==> src/rtl/core/dfr_pkg.sv <==
// ----------------------------------------------------------------------------
// dfr_pkg
// Shared constants and types for the delimited frame receiver.
// ----------------------------------------------------------------------------
package dfr_pkg;

  localparam int unsigned MAX_INDEX   = 63;
  localparam int unsigned STORE_DEPTH = 64;
  localparam int unsigned ADDR_W      = $clog2(STORE_DEPTH);
  localparam int unsigned COUNT_W     = 16;

  // highest index that is actually kept in the store
  localparam int unsigned STORE_LIM =
    (MAX_INDEX > STORE_DEPTH - 1) ? STORE_DEPTH - 1 : MAX_INDEX;

  localparam logic [7:0]         DELIM     = 8'h24;
  localparam logic [COUNT_W-1:0] COUNT_MAX = {COUNT_W{1'b1}};
  localparam logic [COUNT_W-1:0] LIM_CNT   = COUNT_W'(STORE_LIM);
  localparam logic [ADDR_W-1:0]  LIM_ADDR  = ADDR_W'(STORE_LIM);

  // controller to datapath
  typedef struct packed {
    logic take;     // input transaction accepted this cycle
    logic rd;       // read the store at the drain index
    logic advance;  // step the drain index
  } dfr_cmd_t;

  // datapath to controller
  typedef struct packed {
    logic emit;     // accepted byte closes a good frame
    logic last;     // drain index is on the final byte
  } dfr_status_t;

endpackage

==> src/rtl/core/dfr_ram.sv <==
// ----------------------------------------------------------------------------
// dfr_ram
// Generic single-write, single-read RAM with registered read data.
// ----------------------------------------------------------------------------
module dfr_ram #(
  parameter int unsigned WIDTH = 8,
  parameter int unsigned DEPTH = 64
) (
  input  logic                     clk_i,
  input  logic                     wr_en_i,
  input  logic [$clog2(DEPTH)-1:0] wr_addr_i,
  input  logic [WIDTH-1:0]         wr_data_i,
  input  logic                     rd_en_i,
  input  logic [$clog2(DEPTH)-1:0] rd_addr_i,
  output logic [WIDTH-1:0]         rd_data_o
);

  logic [WIDTH-1:0] mem_q [DEPTH];
  logic [WIDTH-1:0] rd_data_q;

  always_ff @(posedge clk_i) begin
    if (wr_en_i) begin
      mem_q[wr_addr_i] <= wr_data_i;
    end
    if (rd_en_i) begin
      rd_data_q <= mem_q[rd_addr_i];
    end
  end

  assign rd_data_o = rd_data_q;

endmodule

==> src/rtl/core/dfr_ctrl.sv <==
// ----------------------------------------------------------------------------
// dfr_ctrl
// Controller: takes input bytes and sequences the drain of a closed frame.
// ----------------------------------------------------------------------------
module dfr_ctrl import dfr_pkg::*; (
  input  logic        clk_i,
  input  logic        rst_ni,
  input  logic        in_valid_i,
  output logic        in_ready_o,
  output logic        out_valid_o,
  input  logic        out_ready_i,
  output dfr_cmd_t    cmd_o,
  input  dfr_status_t status_i
);

  typedef enum logic [1:0] {
    ST_IDLE,
    ST_READ,
    ST_SHOW
  } state_e;

  state_e state_q;
  logic   in_ready_q;
  logic   out_valid_q;
  logic   take;

  assign take = in_valid_i & in_ready_q;

  always_ff @(posedge clk_i or negedge rst_ni) begin
    if (!rst_ni) begin
      state_q     <= ST_IDLE;
      in_ready_q  <= 1'b1;
      out_valid_q <= 1'b0;
    end else begin
      case (state_q)
        ST_IDLE: begin
          if (take && status_i.emit) begin
            state_q    <= ST_READ;
            in_ready_q <= 1'b0;
          end
        end
        ST_READ: begin
          state_q     <= ST_SHOW;
          out_valid_q <= 1'b1;
        end
        ST_SHOW: begin
          if (out_ready_i) begin
            out_valid_q <= 1'b0;
            if (status_i.last) begin
              state_q    <= ST_IDLE;
              in_ready_q <= 1'b1;
            end else begin
              state_q <= ST_READ;
            end
          end
        end
        default: begin
          state_q     <= ST_IDLE;
          in_ready_q  <= 1'b1;
          out_valid_q <= 1'b0;
        end
      endcase
    end
  end

  assign cmd_o.take    = take;
  assign cmd_o.rd      = (state_q == ST_READ);
  assign cmd_o.advance = (state_q == ST_SHOW) & out_ready_i & ~status_i.last;

  assign in_ready_o  = in_ready_q;
  assign out_valid_o = out_valid_q;

endmodule

==> src/rtl/core/dfr_datapath.sv <==
// ----------------------------------------------------------------------------
// dfr_datapath
// Datapath: receive mode, error mark, byte counter, payload store, drain.
// ----------------------------------------------------------------------------
module dfr_datapath import dfr_pkg::*; (
  input  logic               clk_i,
  input  logic               rst_ni,
  input  logic [7:0]         rx_byte_i,
  input  logic               rx_error_i,
  input  dfr_cmd_t           cmd_i,
  output dfr_status_t        status_o,
  output logic [7:0]         frame_byte_o,
  output logic               frame_last_o,
  output logic [COUNT_W-1:0] frame_count_o,
  output logic               truncated_o
);

  typedef enum logic [1:0] {
    MODE_HUNT    = 2'd0,
    MODE_START   = 2'd1,
    MODE_PAYLOAD = 2'd2
  } rx_mode_e;

  rx_mode_e           mode_q, mode_d;
  logic               err_seen_q, err_seen_d;
  logic [COUNT_W-1:0] count_q, count_d;
  logic [COUNT_W-1:0] count_inc;

  logic [ADDR_W-1:0]  idx_q, idx_d;
  logic [ADDR_W-1:0]  last_q, last_d;
  logic [COUNT_W-1:0] snap_count_q, snap_count_d;
  logic               snap_trunc_q, snap_trunc_d;

  logic               is_delim;
  logic               emit;
  logic               wr_en;
  logic [ADDR_W-1:0]  wr_addr;
  logic [7:0]         rd_data;

  assign is_delim  = (rx_byte_i == DELIM);
  assign count_inc = (count_q == COUNT_MAX) ? count_q : count_q + COUNT_W'(1);
  assign emit      = cmd_i.take & ~rx_error_i & (mode_q == MODE_PAYLOAD)
                   & is_delim & ~err_seen_q;

  always_comb begin
    mode_d       = mode_q;
    err_seen_d   = err_seen_q;
    count_d      = count_q;
    wr_en        = 1'b0;
    wr_addr      = ADDR_W'(1);
    idx_d        = idx_q;
    last_d       = last_q;
    snap_count_d = snap_count_q;
    snap_trunc_d = snap_trunc_q;

    if (cmd_i.advance) begin
      idx_d = idx_q + ADDR_W'(1);
    end

    if (cmd_i.take) begin
      if (rx_error_i) begin
        err_seen_d = 1'b1;
      end else begin
        case (mode_q)
          MODE_START: begin
            if (is_delim) begin
              count_d    = '0;
              err_seen_d = 1'b0;
            end else begin
              mode_d  = MODE_PAYLOAD;
              count_d = COUNT_W'(1);
              wr_en   = 1'b1;
              wr_addr = ADDR_W'(1);
            end
          end
          MODE_PAYLOAD: begin
            if (is_delim) begin
              if (emit) begin
                idx_d        = '0;
                snap_count_d = count_q;
                snap_trunc_d = (count_q > LIM_CNT);
                last_d       = (count_q > LIM_CNT) ? LIM_ADDR : count_q[ADDR_W-1:0];
              end
              mode_d     = MODE_START;
              count_d    = '0;
              err_seen_d = 1'b0;
            end else begin
              count_d = count_inc;
              wr_en   = (count_inc <= LIM_CNT);
              wr_addr = count_inc[ADDR_W-1:0];
            end
          end
          default: begin
            // hunting, and the unused mode code
            if (is_delim) begin
              mode_d     = MODE_START;
              count_d    = '0;
              err_seen_d = 1'b0;
            end
          end
        endcase
      end
    end
  end

  always_ff @(posedge clk_i or negedge rst_ni) begin
    if (!rst_ni) begin
      mode_q     <= MODE_HUNT;
      err_seen_q <= 1'b0;
      count_q    <= '0;
    end else begin
      mode_q     <= mode_d;
      err_seen_q <= err_seen_d;
      count_q    <= count_d;
    end
  end

  always_ff @(posedge clk_i) begin
    idx_q        <= idx_d;
    last_q       <= last_d;
    snap_count_q <= snap_count_d;
    snap_trunc_q <= snap_trunc_d;
  end

  dfr_ram #(
    .WIDTH (8),
    .DEPTH (STORE_DEPTH)
  ) u_store (
    .clk_i     (clk_i),
    .wr_en_i   (wr_en),
    .wr_addr_i (wr_addr),
    .wr_data_i (rx_byte_i),
    .rd_en_i   (cmd_i.rd),
    .rd_addr_i (idx_q),
    .rd_data_o (rd_data)
  );

  // drain index 0 always shows the leading delimiter
  assign frame_byte_o  = (idx_q == '0) ? DELIM : rd_data;
  assign frame_last_o  = (idx_q == last_q);
  assign frame_count_o = snap_count_q;
  assign truncated_o   = snap_trunc_q;

  assign status_o.emit = emit;
  assign status_o.last = (idx_q == last_q);

endmodule

==> src/rtl/core/delimited_frame_receiver_top.sv <==
// A closing '$' moves the controller to its read state; the first frame byte is then shown
// from its show state. Throughput: one input byte per cycle while no frame drains; each
// drained result passes through a store read state and a show state that waits for the sink.
// Input is held off while a frame drains.
// Reset clears mode, error mark and counter; the payload store is not cleared.
// ----------------------------------------------------------------------------
// delimited_frame_receiver_top
// Receiver for '$'-delimited serial frames with line-error discard.
// ----------------------------------------------------------------------------
module delimited_frame_receiver_top import dfr_pkg::*; (
  input  logic               clk_i,
  input  logic               rst_ni,
  input  logic               in_valid_i,
  output logic               in_ready_o,
  input  logic [7:0]         rx_byte_i,
  input  logic               rx_error_i,
  output logic               out_valid_o,
  input  logic               out_ready_i,
  output logic [7:0]         frame_byte_o,
  output logic               frame_last_o,
  output logic [COUNT_W-1:0] frame_count_o,
  output logic               truncated_o
);

  dfr_cmd_t    cmd;
  dfr_status_t status;

  dfr_ctrl u_ctrl (
    .clk_i       (clk_i),
    .rst_ni      (rst_ni),
    .in_valid_i  (in_valid_i),
    .in_ready_o  (in_ready_o),
    .out_valid_o (out_valid_o),
    .out_ready_i (out_ready_i),
    .cmd_o       (cmd),
    .status_i    (status)
  );

  dfr_datapath u_datapath (
    .clk_i         (clk_i),
    .rst_ni        (rst_ni),
    .rx_byte_i     (rx_byte_i),
    .rx_error_i    (rx_error_i),
    .cmd_i         (cmd),
    .status_o      (status),
    .frame_byte_o  (frame_byte_o),
    .frame_last_o  (frame_last_o),
    .frame_count_o (frame_count_o),
    .truncated_o   (truncated_o)
  );

endmodule
==> config.mk <==
export PLATFORM = sky130hd
export DESIGN_NAME = delimited_frame_receiver_top
export DESIGN_NICKNAME = d
export VERILOG_FILES = /design/src/rtl/core/dfr_pkg.sv /design/src/rtl/core/dfr_ram.sv /design/src/rtl/core/dfr_ctrl.sv /design/src/rtl/core/dfr_datapath.sv /design/src/rtl/core/delimited_frame_receiver_top.sv
export SDC_FILE = /design/constraint.sdc
export NUM_CORES = 1
export LEC_CHECK = 0
export BUFFER_PORTS_ARGS = -buffer_cell sky130_fd_sc_hd__buf_2
export CAP_MARGIN = 20
export CORE_MARGIN = 10
export CORE_UTILIZATION = 30
export CTS_CLUSTER_SIZE = 8
export DETAILED_ROUTE_END_ITERATION = 12
export SLEW_MARGIN = 0
export SYNTH_ARGS = -nofsm -noshare
export SYNTH_HDL_FRONTEND = slang
export SYNTH_SLANG_ARGS = --single-unit
==> constraint.sdc <==
create_clock -name clk_i -period 3.85 [get_ports clk_i]
set_input_delay 0.1925 -clock clk_i [delete_from_list [all_inputs] [get_ports clk_i]]
set_output_delay 0.1925 -clock clk_i [all_outputs]
set_load 0.05 [all_outputs]
==> metrics.csv <==
metric,value,unit
run status,completed,
leakage power,8.750,nW
Buffers on Ports,40,
Clock transition at path regs,0.06,ns
Post-CTS Setup Bufs,0,
ANT nets after route,0,
syn_area_per_cell,19.88,um^2
Yosys cell types,52,
# setup viols final,0,
"EDFF count, synth",543,
Worst-Skew Late Latency,0.62,ns
PD cells,479.2,nW/um^2
Syn Inst Count,1159,
Hold Slack,0.1052,ns
worst min path class,input port to async pin,
syn nets,1177,
Reg2Reg Setup Slack,0.05,ns
Starting Density,30.29,%
Cell Rows,101,
overall power,13.38,mW
Pre-antenna DRT Iters,5,
critical path class,register to register,
nature of the critical path endpoint,register,
"commonest non-fill, non-tap cell in the layout",edfxtp_1,
Ant. Diodes,0,
sequential fraction of the synthesis area,73.78,%
Setup crit start,u_datapath.count_q[7],
die width,297.2,um
worst setup margin,0.05033,ns
WP data arrival,4.11,ns
Synth Warn #,0,
Max rail drop VDD,0.0002707,V
first-pass GRT wire length,86760,um
pin count of the biggest net entering global routing,89,
Worst Setup Start Kind,register,
"Net count, final",1372,
max_cap viols,0,
"flops & latches, synth",572,
Post-Syn Area,23050,um^2
post-detail-place hpwl,37160,um
fmax,263.2,MHz
Die Y,297.2,um
unrepaired setup endpoints after global routing,true,
Layout area overhead,21.13,%
TritonCTS Buffers,81,
area of the core,76080,um^2
clock sink count,572,
maximum clock path buffer count,3,
RR Startpoint,u_datapath.count_q[7],
Root Buffer,clkbuf_16,
drt initial violations,1326,
wire length per cell,24.08,um
Final GP Congestion,0.8578,
most frequent cells in the layout,"543 x edfxtp_1, 160 x mux4_2, 123 x buf_4",
Crit Reg-Reg Endpoint,u_datapath.u_store.mem_q[45][0],
GRT Overall Usage,13.02,%
GR Overflow Total,0,
Worst R2R Path Depth,8,
layout cells sized above 1,33.96,%
ys flop type,edfxtp_1,
vias in the first global route,12700,
initial antenna violation count,1,
max-slew violations,0,
IO Count,41,
clock skew,0.01878,ns
Worst EP required,4.16,ns
Multi-input gate area,5829,um^2
Final min period,3.800,ns
DR vias,12360,
Post-synth ARST share,4.021,%
Slew HR,21.45,%
final hold vios,0,
DRT Wirelength,58190,um
fin crit share,98.69,%
dpl ws,-0.1207,ns
drt via density,5.112,
CTS tree,built,
peak fanout along the critical path,26,
drt drc,0,
Worst Tran Pin Value,1.178,ns
filler cell count in the final layout,7031,
Total Die Area,88310,um^2
register area,17010,um^2
H-tree depth,3,
==> power by group <==
group / leakage, nW / switching, mW / internal, mW / total (mW)
clock: 1.10 / 2.54 / 3.89 / 6.43
combinational: 2.40 / 0.116 / 0.0153 / 0.132
sequential: 5.25 / 0 / 6.82 / 6.82
total: 8.75 / 2.66 / 10.7 / 13.4
==> flip-flops by register name (all words and copies together) (netlist names) <==
register                      flops
u_datapath.frame_count_o         16
u_ctrl.out_valid_o                1
u_datapath.u_store.rd_data_o      8
u_datapath.count_q               16
u_ctrl.state_q                    2
u_datapath.idx_q                  6
u_ctrl.in_ready_o                 1
u_datapath.last_q                 6
u_datapath.truncated_o            1
u_datapath.u_store.mem_q        512
u_datapath.mode_q                 2
u_datapath.err_seen_q             1
==> Yosys cell counts, types with 4 or more instances <==
cell type / count / share of area (%)
a21oi_1: 16 / 0.35
a22oi_1: 17 / 0.55
a31oi_1: 5 / 0.14
and4_1: 6 / 0.23
buf_1: 20 / 0.33
buf_2: 10 / 0.22
buf_6: 6 / 0.29
clkbuf_1: 41 / 0.67
dfrtp_1: 22 / 2.4
dfxtp_1: 6 / 0.52
edfxtp_1: 543 / 71
ha_1: 5 / 0.27
inv_1: 10 / 0.16
mux2i_1: 4 / 0.17
mux4_2: 160 / 16
nand2_1: 41 / 0.67
nand3_1: 14 / 0.30
nand4_1: 14 / 0.38
nor2_1: 37 / 0.60
nor2b_1: 11 / 0.30
nor3_1: 19 / 0.41
nor4_1: 55 / 1.5
o21ai_0: 24 / 0.52
o31ai_1: 4 / 0.13
or2_2: 10 / 0.27
xnor2_1: 13 / 0.49
xor2_1: 5 / 0.19
==> routing by layer <==
layer  up-vias  GRT usage, %  part of all wire, %
met1      6526         17.63                   43
met3        91         3.644                  8.0
li1       5239             -                    -
met5         -             0                0.012
met4         2         3.887                  2.4
met2       497         20.16                   47
==> worst max-delay path, stage by stage (launching register included) <==
cell and delay [ns]:
dfrtp_1 0.48, nand4_4 0.22, nor4_1 0.43, a22oi_1 0.16
or4_1 0.56, o31a_2 0.37, buf_12 0.17, nor4_1 0.78
buf_4 0.31
==> metrics by stage <==
stage	instances	TNS, ns	instance area (um^2)	util, %
floorplan	1159	0	23050	-
global placement	2287	-0.8353	25450	33.45
finish	2417	0	27910	36.69
global route	2417	-3.351	27910	36.69
detailed placement	2296	-2.772	25490	33.51
CTS	2416	0	27880	36.65
==> worst max-delay path by stage <==
stage	endpoint	slack [ns]	cells after the start
6_report	u_datapath.u_store.mem_q[45][0]	0.05	8
3_3_place_gp	u_datapath.u_store.mem_q[28][2]	-0.06	7
2_1_floorplan	u_datapath.u_store.mem_q[31][0]	0.19	11
3_5_place_dp	u_datapath.u_store.mem_q[62][4]	-0.12	7
5_1_grt	u_datapath.u_store.mem_q[52][7]	-0.12	8
4_1_cts	u_datapath.u_store.mem_q[30][6]	0.003	8
==> what timing repair did <==
action,4_1_cts,5_1_grt
hold buffers,4,0
endpoints found under the setup margin,56,157
endpoints found under the hold margin,26,0
gates cloned,0,0
pin swaps,0,0
gates resized for setup,7,4
==> layout make-up <==
| class | instances | share of cell area, % |
|---|---|---|
| clock inverters | 6 | 0.4348 |
| multi-input cells | 500 | 20.88 |
| well taps | 1030 | 4.617 |
| inverters | 10 | 0.1345 |
| repair buffers | 189 | 5.217 |
| clock buffers | 110 | 7.763 |
| flip-flops and latches | 572 | 60.95 |
==> kinds of logic (layout without fill, tap and decap cells) <==
logic type	count (synthesis)	count (layout)	synth area share (%)
and+or+nand+nor	228	228	5.445
buffers and inverters	87	315	1.667
DFF	572	572	73.78
xor gates and xnor gates	18	18	0.6841
muxes	164	164	15.81
adders and majority gates	5	5	0.2715
AOI/OAI and AO/OA	85	85	2.345
Note: power is estimated with default switching activity, not from simulation.
